--- config.mk ---
export PLATFORM = sky130hd
export DESIGN_NAME = packed_sensor_frame_receiver
export DESIGN_NICKNAME = d
export VERILOG_FILES = /design/src/rtl/psfr_pkg.sv /design/src/rtl/packed_sensor_frame_receiver.sv
export SDC_FILE = /design/constraint.sdc
export NUM_CORES = 1
export LEC_CHECK = 0
export ABC_AREA = 0
export BUFFER_PORTS_ARGS = -buffer_cell sky130_fd_sc_hd__buf_2
export CORE_MARGIN = 2
export CORE_UTILIZATION = 30
export DETAILED_ROUTE_END_ITERATION = 8
export PLACE_DENSITY = 0.5
export SLEW_MARGIN = 20
export SYNTH_ARGS = -nofsm -noshare
export SYNTH_HDL_FRONTEND = slang
export SYNTH_SLANG_ARGS = --single-unit
--- constraint.sdc ---
create_clock -name clk -period 11.8 [get_ports clk]
set_input_delay 0.59 -clock clk [delete_from_list [all_inputs] [get_ports clk]]
set_output_delay 0.59 -clock clk [all_outputs]
set_load 0.03 [all_outputs]
--- src/rtl/psfr_pkg.sv ---
// Package for the packed sensor frame receiver.
// Frame constants, divider reciprocals and the gas level decode; no dependencies.
package psfr_pkg;

  localparam logic [7:0] FrameHeader = 8'h84;
  localparam int         FrameLen    = 7;
  localparam int         CntW        = 3;
  localparam logic [CntW-1:0] LastIdx = CntW'(FrameLen - 1);
  localparam logic [CntW-1:0] FullCnt = CntW'(FrameLen);

  // speed: word*100/1955, estimate via floor(2^24/1955) = 8581, one-step fixup
  localparam int         SpdShift = 24;
  localparam logic [19:0] SpdRecip = 20'd858100;  // 100 * 8581
  localparam logic [22:0] SpdMul   = 23'd100;
  localparam logic [22:0] SpdDiv   = 23'd1955;

  // battery: (b+4)*5115/1000, estimate via floor(2^21/1000) = 2097
  localparam int          BatShift = 21;
  localparam logic [23:0] BatRecip = 24'd10726155; // 5115 * 2097
  localparam logic [20:0] BatMul   = 21'd5115;
  localparam logic [20:0] BatDiv   = 21'd1000;
  localparam logic [8:0]  BatOfs   = 9'd4;

  typedef logic [6:0] sbyte_t;

  function automatic logic [6:0] gas_decode(input logic [7:0] d0);
    logic [6:0] lvl;
    lvl = 7'd0;
    for (int b = 0; b < 3; b++) begin
      if (d0[b]) lvl = lvl + 7'd25;
    end
    if (lvl == 7'd0 && d0[4]) lvl = 7'd10;
    return lvl;
  endfunction

endpackage

--- src/rtl/packed_sensor_frame_receiver.sv ---
// Packed sensor frame receiver: serial byte framing, 7-to-8 bit repacking and
// sensor value decode. Depends on psfr_pkg.
//
// Takes one byte per cycle with no stall of its own, unless out_ready holds
// results back. A byte with bit 7 set is a header; others are data bytes.
// After header 0x84 and seven data bytes, one item with gas level, engine
// speed, gas temperature and battery voltage leaves through three registered
// stages (frame capture, repack and reciprocal multiply, remainder fixup). The
// stages stall only when out_ready holds results back.
module packed_sensor_frame_receiver
  import psfr_pkg::*;
(
  input  logic        clk,
  input  logic        rst,
  input  logic        in_valid,
  output logic        in_ready,
  input  logic [7:0]  rx_byte,
  output logic        out_valid,
  input  logic        out_ready,
  output logic [6:0]  gas_level,
  output logic [11:0] engine_speed_code,
  output logic [7:0]  gas_temperature,
  output logic [10:0] battery_volt_code
);

  logic [7:0]      header_code, header_code_next;
  logic [CntW-1:0] byte_count, byte_count_next;
  sbyte_t          frame_bytes [FrameLen];
  logic            in_fire, store_en, frame_done;

  logic            frame_vld;
  sbyte_t          frame_raw [FrameLen];

  logic            calc_vld;
  logic [6:0]      calc_lvl;
  logic [7:0]      calc_temp;
  logic [15:0]     calc_word;
  logic [11:0]     calc_spd_q;
  logic [8:0]      calc_bat_x;
  logic [10:0]     calc_bat_q;

  logic            out_load, calc_ready, frame_ready;

  assign out_load    = calc_vld && (!out_valid || out_ready);
  assign calc_ready  = !calc_vld || out_load;
  assign frame_ready = !frame_vld || calc_ready;
  assign in_ready    = frame_ready;
  assign in_fire     = in_valid && in_ready;

  // framing
  always_comb begin
    header_code_next = header_code;
    byte_count_next  = byte_count;
    store_en         = 1'b0;
    frame_done       = 1'b0;
    if (rx_byte[7]) begin
      if (header_code[7] && byte_count > CntW'(1)) begin
        byte_count_next = '0;
        frame_done      = (header_code == FrameHeader) && (byte_count == FullCnt);
      end
      header_code_next = rx_byte;
    end else if (byte_count < FullCnt) begin
      store_en = 1'b1;
      if (header_code[7] && byte_count == LastIdx) begin
        byte_count_next = '0;
        frame_done      = (header_code == FrameHeader);
      end else begin
        byte_count_next = byte_count + CntW'(1);
      end
    end else begin
      byte_count_next  = '0;
      header_code_next = '0;
    end
  end

  always_ff @(posedge clk) begin
    if (rst) begin
      header_code <= '0;
      byte_count  <= '0;
    end else if (in_fire) begin
      header_code <= header_code_next;
      byte_count  <= byte_count_next;
    end
  end

  always_ff @(posedge clk) begin
    if (in_fire && store_en) frame_bytes[byte_count] <= rx_byte[6:0];
  end

  // stage 1: capture the whole frame
  always_ff @(posedge clk) begin
    if (rst) begin
      frame_vld <= 1'b0;
    end else if (frame_ready) begin
      frame_vld <= in_fire && frame_done;
    end
  end

  // a header closes a frame already held in full
  always_ff @(posedge clk) begin
    if (frame_ready && in_fire && frame_done) begin
      for (int i = 0; i < FrameLen - 1; i++) frame_raw[i] <= frame_bytes[i];
      frame_raw[FrameLen-1] <= rx_byte[7] ? frame_bytes[FrameLen-1] : rx_byte[6:0];
    end
  end

  // stage 2: repack, decode, reciprocal estimates
  logic [7:0]  d0, d1, d2, d3, d5;
  logic [15:0] word;
  logic [8:0]  bat_x;
  logic [35:0] spd_prod;
  logic [31:0] bat_prod;

  assign d0       = {frame_raw[0][5:0], frame_raw[1][6:5]};
  assign d1       = {frame_raw[1][4:0], frame_raw[2][6:4]};
  assign d2       = {frame_raw[2][3:0], frame_raw[3][6:3]};
  assign d3       = {frame_raw[3][2:0], frame_raw[4][6:2]};
  assign d5       = {frame_raw[5][0],   frame_raw[6][6:0]};
  assign word     = {d1, d2};
  assign bat_x    = {1'b0, d5} + BatOfs;
  assign spd_prod = 36'(word) * 36'(SpdRecip);
  assign bat_prod = 32'(bat_x) * 32'(BatRecip);

  always_ff @(posedge clk) begin
    if (rst) begin
      calc_vld <= 1'b0;
    end else if (calc_ready) begin
      calc_vld <= frame_vld;
    end
  end

  always_ff @(posedge clk) begin
    if (calc_ready && frame_vld) begin
      calc_lvl   <= gas_decode(d0);
      calc_temp  <= d3;
      calc_word  <= word;
      calc_spd_q <= spd_prod[SpdShift+11:SpdShift];
      calc_bat_x <= bat_x;
      calc_bat_q <= bat_prod[BatShift+10:BatShift];
    end
  end

  // stage 3: the estimates are low by at most one
  logic [22:0] spd_rem;
  logic [20:0] bat_rem;

  assign spd_rem = 23'(calc_word) * SpdMul - 23'(calc_spd_q) * SpdDiv;
  assign bat_rem = 21'(calc_bat_x) * BatMul - 21'(calc_bat_q) * BatDiv;

  always_ff @(posedge clk) begin
    if (rst) begin
      out_valid <= 1'b0;
    end else if (!out_valid || out_ready) begin
      out_valid <= calc_vld;
    end
  end

  always_ff @(posedge clk) begin
    if (out_load) begin
      gas_level         <= calc_lvl;
      gas_temperature   <= calc_temp;
      engine_speed_code <= calc_spd_q + 12'(spd_rem >= SpdDiv);
      battery_volt_code <= calc_bat_q + 11'(bat_rem >= BatDiv);
    end
  end

  a_out_hold: assert property (@(posedge clk) disable iff (rst)
    out_valid && !out_ready |=>
      out_valid && $stable(engine_speed_code) && $stable(battery_volt_code))
    else $error("result changed while stalled");

  a_count_steps: assert property (@(posedge clk) disable iff (rst)
    in_fire && !rx_byte[7] && byte_count < LastIdx |=>
      byte_count == $past(byte_count) + CntW'(1))
    else $error("data byte did not advance count");

  a_frame_captured: assert property (@(posedge clk) disable iff (rst)
    in_fire && frame_done |=> frame_vld)
    else $error("completed frame not captured");

  a_out_from_calc: assert property (@(posedge clk) disable iff (rst)
    $rose(out_valid) |-> $past(calc_vld))
    else $error("result without calc stage");

endmodule

# Word level (Yosys, flattened, before mapping)

Memory sizes are Yosys's and may differ from the RTL's. A register that Yosys moved wholly into a read port is not among the register bits.
Index checks and enable logic that the tools add are counted.

Bits in registers: 115
RAM bits: 98
Input port bits: 12
Output and inout bits: 40
Memories kept: 2

Add/sub/neg operators: 8
Multiply operators: 6
$lt $le $gt $ge: 4
Eq/ne operators: 5
Muxes and demuxes: 23
Reduce and logical (&&, ||, !) cells: 20

Memory list:

| name        | words | bits a word | read ports | clocked after Yosys merged registers in | wr ports | RTL line                           | source |
|---|---|---|---|---|---|---|---|
| frame_bytes | 7     | 7           | 7          | 0                                       | 1        | packed_sensor_frame_receiver.sv:28 | `sbyte_t frame_bytes [FrameLen];` |
| frame_raw   | 7     | 7           | 7          | 1                                       | 7        | packed_sensor_frame_receiver.sv:32 | `sbyte_t frame_raw [FrameLen];` |

Operators by type and width:

| cell                                                                    | count |
|---|---|
| 7-bit two-way mux                                                       | 6 |
| 16-bit by 18-bit multiplier with 34-bit output, second input constant   | 1 |
| 9-bit by 24-bit multiplier with 32-bit output, second input constant    | 1 |
| 23-bit by 11-bit >= comparator with 1-bit output, second input constant | 1 |
| 12-bit by 11-bit multiplier with 23-bit output, second input constant   | 1 |
| 23-bit subtractor                                                       | 1 |
| 21-bit by 10-bit >= comparator with 1-bit output, second input constant | 1 |
| 16-bit by 5-bit multiplier with 21-bit output, second input constant    | 1 |
| 9-bit by 13-bit multiplier with 21-bit output, second input constant    | 1 |
| 21-bit subtractor                                                       | 1 |
| 11-bit by 7-bit multiplier with 18-bit output, second input constant    | 1 |
| 8-bit two-way mux                                                       | 2 |
| 7-bit by 5-bit adder with 7-bit output, second input constant           | 2 |
| 12-bit by 1-bit adder with 12-bit output                                | 1 |
| 3-bit two-way mux                                                       | 4 |
| 11-bit by 1-bit adder with 11-bit output                                | 1 |
| 1-bit logical AND                                                       | 11 |
| 1-bit two-way mux                                                       | 10 |
| 8-bit by 3-bit adder with 9-bit output, second input constant           | 1 |
| 8-bit equality test, second input constant                              | 1 |
| 7-bit zero test                                                         | 1 |
| 3-bit equality test, second input constant                              | 2 |
| 5-bit two-way mux                                                       | 1 |
| 2-bit AND reduction                                                     | 2 |
| 7 further kinds                                                         | 11 |

# Logic depth before layout (Yosys ltp)

Gate-level depths: netlist of run 1.

Depth in word-level cells: 14
Gate-level depth with buffers: 35

# Least setup slack after synthesis of run 1

OpenSTA, ideal clock, no wires.

Path kind: reg-to-reg
From: register calc_bat_q[0]
To: register battery_volt_code[10], data pin
Library setup time: 265 ps
Arrival time: 8,462 ps
Setup slack: 3,073 ps
Stages on the path, launching flop included: 33
Buffers on the path: 0
Clock period less this slack: 8,727 ps
Cell sequence: edfxtp_1 -> fa_1 -> xor2_1 -> ha_1 -> inv_1 -> fa_1 -> fa_1 -> inv_1 -> ha_1 -> o21a_1 -> o31a_1 -> o21ai_0 -> nand2b_1 -> xnor2_1 -> fa_1 -> fa_1 -> fa_1 -> inv_1 -> fa_1 -> fa_1 -> ha_1 -> and3_1 -> nand3_1 -> a311oi_1 -> o21ai_1 -> a21oi_1 -> xnor3_1 -> o2111ai_1 -> ha_1 -> ha_1 -> and3_1 -> nand3_1 -> xnor2_1

Cells in the longest elaborated chain, start to end: 4

Ends and longest elaborated chain:

| what                                             | RTL line                            | source |
|---|---|---|
| from (decl)                                      | packed_sensor_frame_receiver.sv:40  | `logic [10:0] calc_bat_q;` |
| from (signal assigned)                           | packed_sensor_frame_receiver.sv:139 | `calc_bat_q <= bat_prod[BatShift+10:BatShift];` |
| 11-bit by 7-bit multiplier with 18-bit output    | packed_sensor_frame_receiver.sv:148 | `assign bat_rem = 21'(calc_bat_x) * BatMul - 21'(calc_bat_q) * BatDiv;` |
| 21-bit subtractor                                | packed_sensor_frame_receiver.sv:148 |  |
| 21-bit by 10-bit >= comparator with 1-bit output | packed_sensor_frame_receiver.sv:163 | `battery_volt_code <= calc_bat_q + 11'(bat_rem >= BatDiv);` |
| 11-bit by 1-bit adder with 11-bit output *       | packed_sensor_frame_receiver.sv:163 |  |
| to (signal assigned)                             | packed_sensor_frame_receiver.sv:163 |  |
| to (decl)                                        | packed_sensor_frame_receiver.sv:23  | `output logic [10:0] battery_volt_code` |

Every way passes the cells marked *; elsewhere a longest branch is shown, timed or not.
A chain may end at the register's enable or synchronous reset.

# Worst setup path in the final report of run 1

Ends and elaborated chain as after synthesis.

==> flow_metrics.env, run 1 <==
export IMPL_root_buffer="clkbuf_16"
export IMPL_place_inst=3262
export IMPL_critPathKind="reg2reg"
export IMPL_ys_seq_elements=187
export IMPL_cts_made_buffers=17
export IMPL_hold_path_class="reg2reg"
export IMPL_grt_pass1_wl_mm=82.9
export IMPL_path_max_fanout=7
export IMPL_ant_nets=0
export IMPL_clock_latency_ns=0.49
export IMPL_setup_viol=0
export IMPL_rsz0062_at_grt="false"
export IMPL_syn_area_per_cell_sq_um=11.0
export IMPL_hpwl_mm=42.1
export IMPL_overflow=0
export IMPL_cap_violations=0
export IMPL_wl_mm=49.7
export IMPL_cp_startpoint="calc_bat_q[0]$_DFFE_PP_"
export IMPL_instances_no_fill=3294
export IMPL_tritoncts="built"
export IMPL_tightest_slew_ns=0.961
export IMPL_rr_worst_depth=32
export IMPL_drc=0
export IMPL_cp_slowest_stage_delay_ns=0.63
export IMPL_core_sq_um=78700
export IMPL_postCtsResizedCells=0
export IMPL_ys_seq_area_share_pct=23.0
export IMPL_layout_drive_gt1_share_pct=5.30
export IMPL_clk_path_buf_depth=2
export IMPL_grt_pass1_vias=15700
export IMPL_p_leak_nw=12.6
export IMPL_synthCells=2162
export IMPL_io_pins=52
export IMPL_grt_max_degree=64
export IMPL_hold_viol=0
export IMPL_drv_slew=0
export IMPL_r2r_end="battery_volt_code[10]$_DFFE_PP_"
export IMPL_cp_end_kind="flop"
export IMPL_area_delta_synth_final_pct=9.58
export IMPL_status="complete, no violations"
export IMPL_ys_types=64
export IMPL_synthTopCellsByArea="fa_1, ha_1, edfxtp_1, inv_1, xnor2_1"
export IMPL_fin_setup_tns_ns=0
export IMPL_arrival_ns=9.78
export IMPL_yosysWarnings=0
export IMPL_cp_slowest_cell="fa_1"
export IMPL_relSlewSlack_pct=35.9
export IMPL_p_per_area_nw_per_um2=52.5
export IMPL_period_needed_ns=9.54
export IMPL_critPathTopFamily="adder cells"
export IMPL_grtUsageTotal_pct=12.8
export IMPL_cp_num_buf_inv=3
export IMPL_initial_utilization_pct=30.2
export IMPL_crit_required_ns=12.04
export IMPL_crit_end="battery_volt_code[10]$_DFFE_PP_"
export IMPL_vias=14700
export IMPL_synth_top_area_share_pct=26.5
export IMPL_synth_ff_type="edfxtp_1"
export IMPL_max_freq_mhz=105
export IMPL_rrSetupSlack_ns=2.26
export IMPL_synth_nets=2950
export IMPL_syn_area_sq_um=23800
export IMPL_vias_per_cell=4.45
export IMPL_die_y_um=286
export IMPL_hp_start="frame_bytes[1][1]$_DFFE_PP_"
export IMPL_cp_depth=32
export IMPL_dieArea_sq_um=81500
export IMPL_die_x_um=286
export IMPL_io_buffers=51
export IMPL_antennaDiodeCount=0
export IMPL_cts_sinks=187
export IMPL_multi_input_area_sq_um=16200
export IMPL_std_cell_rows=103
export IMPL_wl_per_cell_um=15.1
export IMPL_register_area_sq_um=5480
export IMPL_yosysMostFrequentCell="inv_1"
export IMPL_nFillCells=7897
export IMPL_drtIter0Drc=656
export IMPL_start_kind="flop"
export IMPL_ys_top_cells_by_count="inv_1, ha_1, fa_1"
export IMPL_finalClockSkew_ns=0.0182
export IMPL_htreeDepth=4
export IMPL_synthArstFlopShare_pct=0
export IMPL_max_vdd_ir_drop_mv=0.0826
export IMPL_fin_crit_sh_pct=80.9
export IMPL_r2r_start="calc_bat_q[0]$_DFFE_PP_"
export IMPL_postCtsSetupRepairBufs=0
export IMPL_clk_pin_slew_ns=0.09
export IMPL_gp_congestion=0.827
export IMPL_nets=3019
export IMPL_dr_pass1_iters=6
export IMPL_synth_edf_count=173
export IMPL_path_common_cell="fa_1"
export IMPL_antenna_found_initial=2
export IMPL_cts_hold_buf=0
export IMPL_yosysTopAreaCell="fa_1"
## layout make-up
cell class,instances,share of cell area (%)
multi-input combinational,1402,62.1
clock inverter,15,0.888
clock buffer,17,1.63
inverter,564,8.13
tap,1050,5.04
timing repair buffer,59,1.21
sequential,187,21.0
## per-stage QoR
| stage | cell area, sq um | hold slack (ns) | utilization [%] | worst slack (ns) | power, mW |
|---|---|---|---|---|---|
| global route | 26100 | 0.425 | 33.1 | 1.70 | 1.41 |
| detailed placement | 25400 | 0.405 | 32.3 | 2.24 | 0.750 |
| global placement | 25400 | 0.401 | 32.2 | 2.40 | 0.749 |
| floorplan | 23800 | 0.400 | - | 3.07 | 0.741 |
| CTS | 26100 | 0.406 | 33.1 | 2.22 | 1.39 |
| finish | 26100 | 0.421 | 33.1 | 2.26 | 1.37 |
## worst min-delay path by stage
stage	to	slack, ns	depth (start not counted)
after floorplan	calc_temp[0]$_DFFE_PP_	0.40	0
after global placement	frame_raw[3][6]$_DFFE_PP_	0.40	0
after detailed placement	calc_temp[5]$_DFFE_PP_	0.40	0
after CTS	frame_bytes[6][1]$_DFFE_PP_	0.41	1
after global routing	frame_bytes[6][1]$_DFFE_PP_	0.42	1
final	frame_raw[1][1]$_DFFE_PP_	0.42	0
## flip-flops by register name, indices dropped and copies added, names as in the netlist, 3 cells and up
name / flops
frame_bytes: 36
frame_raw: 36
calc_word: 16
calc_spd_q: 12
engine_speed_code: 12
battery_volt_code: 11
calc_bat_q: 11
calc_bat_x: 9
calc_temp: 8
gas_temperature: 8
header_code: 8
calc_lvl: 7
gas_level: 7
byte_count: 3
## report_power, final
| part | leakage (nW) | switching [mW] | internal (mW) | total, mW |
|---|---|---|---|---|
| Sequential | 1.67 | 0.00151 | 0.717 | 0.719 |
| Combinational | 10.6 | 0.0105 | 0.00527 | 0.0158 |
| Clock | 0.317 | 0.316 | 0.317 | 0.633 |
| Total | 12.6 | 0.328 | 1.04 | 1.37 |
## cell usage in the layout (no fill, tap or decap), types with 11 or more instances in the layout
cell type,count
inv_1,564
ha_1,461
fa_1,315
edfxtp_1,173
a21oi_1,69
xnor2_1,68
nor2_1,58
nand2_1,56
buf_2,51
xor2_1,33
nand3_1,30
a21o_1,29
o21ai_0,27
nor3_1,24
a31oi_1,17
clkbuf_16,17
nor2b_1,16
and3_1,14
dfxtp_1,14
o21a_1,13
a211oi_1,11
## per-layer routing
metal  track usage, %  wire (um)  vias up
met5                0          0        -
met4             2.33        420        0
met3             1.50       1210       32
met2             20.7      22800      162
met1             18.6      25300     7246
li1                 -          -     7220
## kinds of logic after synthesis
logic type | synth area share [%]
AO/OA/AOI/OAI | 7.32
AND/OR/NAND/NOR | 5.19
adder cells (fa/ha/maj) | 50.8
XOR/XNOR | 3.91
flip-flops | 23.0
multiplexers | 0.716
buffers and inverters | 9.05
(Power assumes the default switching activity.)
==> run 2, diff against run 1 <==
- PLACE_DENSITY: 0.5 -> 0.52
- clock period: 11.8 -> 8.2 ns (I/O delays scaled with it)
==> run 2 against run 1 <==
Effect of this change:
- the flow now finishes with violations (setup timing)
- count of clock-buffer cells in the layout is the same
- sequential power up 43%
- fmax up 12%
- utilization increased by 1.2 points
- sequential cell count did not move
- highest routed layer is now met5
==> flow_metrics.env, run 2 (synthesized netlist as in run 1, its figures left out) <==
export IMPL_status="finished, violations left"
export IMPL_violations="setup timing"
export IMPL_finalPower_mw=1.91
export IMPL_p_per_area_nw_per_um2=70.8
export IMPL_std_cell_rows=103
export IMPL_vias=15000
export IMPL_antenna_found_initial=4
export IMPL_setup_viol=10
export IMPL_max_freq_mhz=117
export IMPL_r2r_start="calc_bat_q[4]$_DFFE_PP_"
export IMPL_core_sq_um=78700
export IMPL_vias_per_cell=4.46
export IMPL_holdPathStages=2
export IMPL_r2r_end="battery_volt_code[10]$_DFFE_PP_"
export IMPL_cap_violations=0
export IMPL_root_buffer="clkbuf_16"
export IMPL_drv_slew=0
export IMPL_overflow=0
export IMPL_rsz0062_at_grt="true"
export IMPL_fin_area_sq_um=27000
export IMPL_wl_per_cell_um=14.9
export IMPL_hp_start="rst"
export IMPL_htreeDepth=4
export IMPL_drc=0
export IMPL_multi_input_area_sq_um=16600
export IMPL_grt_pass1_wl_mm=84.8
export IMPL_clock_latency_ns=0.47
export IMPL_layout_drive_gt1_share_pct=11.0
export IMPL_max_vdd_ir_drop_mv=0.135
export IMPL_final_cell_mix="inv_1, ha_1, fa_1, edfxtp_1, buf_4"
export IMPL_nFillCells=7769
export IMPL_initial_utilization_pct=30.2
export IMPL_hpwl_mm=43.0
export IMPL_crit_required_ns=8.43
export IMPL_grt_max_degree=61
export IMPL_cts_sinks=187
export IMPL_path_common_cell="fa_1"
export IMPL_rrSetupSlack_ns=-0.35
export IMPL_clk_path_buf_depth=2
export IMPL_die_x_um=286
export IMPL_cp_slowest_stage_delay_ns=0.52
export IMPL_cp_slowest_cell="fa_1"
export IMPL_path_max_fanout=4
export IMPL_period_needed_ns=8.55
export IMPL_p_leak_nw=13.0
export IMPL_arrival_ns=8.77
export IMPL_dpl_cell_area_sq_um=26000
export IMPL_clk_pin_slew_ns=0.08
export IMPL_grtUsageTotal_pct=13.0
export IMPL_cp_num_buf_inv=5
export IMPL_top_regs="frame_bytes: 36 flops, frame_raw: 36 flops, calc_word: 16 flops"
export IMPL_nets=3099
export IMPL_cts_hold_buf=0
export IMPL_grt_pass1_vias=16600
export IMPL_antennaDiodeCount=0
export IMPL_area_delta_synth_final_pct=13.7
export IMPL_critPathTopFamily="adder cells"
export IMPL_fin_crit_sh_pct=104
export IMPL_finalClockSkew_ns=0.0152
export IMPL_io_buffers=51
export IMPL_dieArea_sq_um=81500
export IMPL_dr_pass1_iters=5
export IMPL_drtIter0Drc=672
export IMPL_final_common_cell="inv_1"
export IMPL_start_kind="flop"
export IMPL_cp_end_kind="flop"
export IMPL_relSlewSlack_pct=33.7
export IMPL_holdPathEnd="header_code[1]$_SDFFE_PP0P_"
export IMPL_rr_worst_depth=33
export IMPL_register_area_sq_um=5480
export IMPL_timing_final_ws_setup_ns=-0.345
export IMPL_tritoncts="built"
export IMPL_cp_startpoint="calc_bat_q[4]$_DFFE_PP_"
export IMPL_hold_path_class="in2reg"
export IMPL_hold_viol=0
export IMPL_ant_nets=0
export IMPL_wl_mm=50.3
export IMPL_tightest_slew_ns=0.986
export IMPL_io_pins=52
export IMPL_cts_made_buffers=17
export IMPL_critPathKind="reg2reg"
export IMPL_gp_congestion=0.848
export IMPL_die_y_um=286
==> run 2: cell types whose count changed in the layout (fill, tap and decap cells not counted), moves of 4 or more <==
cell | before | now
inv_1 | 564 | 557
a21oi_2 | 1 | 6
inv_2 | 0 | 7
xnor2_1 | 68 | 64
nand2_1 | 56 | 52
ha_1 | 461 | 446
buf_4 | 8 | 85
a21oi_1 | 69 | 64
ha_4 | 0 | 13
==> run 2: repair_timing <==
item,in CTS,in global routing
resized for setup,20,31
endpoints found under the hold margin,0,0
pin swaps,16,31
endpoints found under the setup margin,11,20
gates cloned,0,0
buffers inserted,8,4
==> run 2: cell type report <==
cell class              count  area share (%)
clock buffers              17            1.57
well taps                1050            4.86
flip-flops and latches    187            20.3
inverters                 564            7.83
clock inverters            15           0.741
repair buffers            139            3.43
multi-input cells        1402            61.3
==> run 2: worst max path at each step <==
stage                     slack (ns)  cells after the start                              end
after floorplan               -0.005                     31  battery_volt_code[10]$_DFFE_PP_
after global placement         -0.36                     31   battery_volt_code[9]$_DFFE_PP_
after detailed placement       -0.50                     33   battery_volt_code[9]$_DFFE_PP_
after CTS                      -0.40                     31  battery_volt_code[10]$_DFFE_PP_
after global routing           -0.71                     33  battery_volt_code[10]$_DFFE_PP_
final                          -0.35                     33  battery_volt_code[10]$_DFFE_PP_
==> run 2: power by group <==
part           total (mW)  switching (mW)  internal, mW
sequential           1.03         0.00227          1.03
clock               0.858           0.416         0.442
combinational      0.0222          0.0146       0.00760
==> run 2: worst register-to-register path, delay by kind of cell (launching register included) <==
| kind | cells | cell delay (ns) |
|---|---|---|
| XOR/XNOR | 2 | 0.20 |
| adder cells (fa/ha/maj) | 13 | 5.06 |
| flip-flops | 1 | 0.40 |
| AO/OA/AOI/OAI | 9 | 1.50 |
| AND/OR/NAND/NOR | 4 | 0.69 |
| buffers and inverters | 5 | 0.45 |
==> run 2: metal layers <==
layer	track usage [%]	vias up	share of wire [%]	wire length [um]
li1	-	7394	-	-
met1	17.8	7366	49	24400
met2	21.6	214	47	23500
met3	1.70	56	3.0	1490
met4	3.53	2	1.8	915
met5	0	-	0.026	13
==> run 2: through the flow <==
| step | worst slack, ns | TNS [ns] | cells | util (%) | hold WS [ns] |
|---|---|---|---|---|---|
| after floorplan | -0.00541 | -0.00541 | 2162 | - | 0.400 |
| after global placement | -0.357 | -2.83 | 3330 | 33.1 | 0.401 |
| after detailed placement | -0.503 | -4.19 | 3330 | 33.1 | 0.405 |
| after CTS | -0.404 | -3.20 | 3370 | 34.1 | 0.231 |
| after global routing | -0.714 | -6.52 | 3374 | 34.3 | 0.237 |
| final | -0.345 | -2.62 | 3374 | 34.3 | 0.266 |
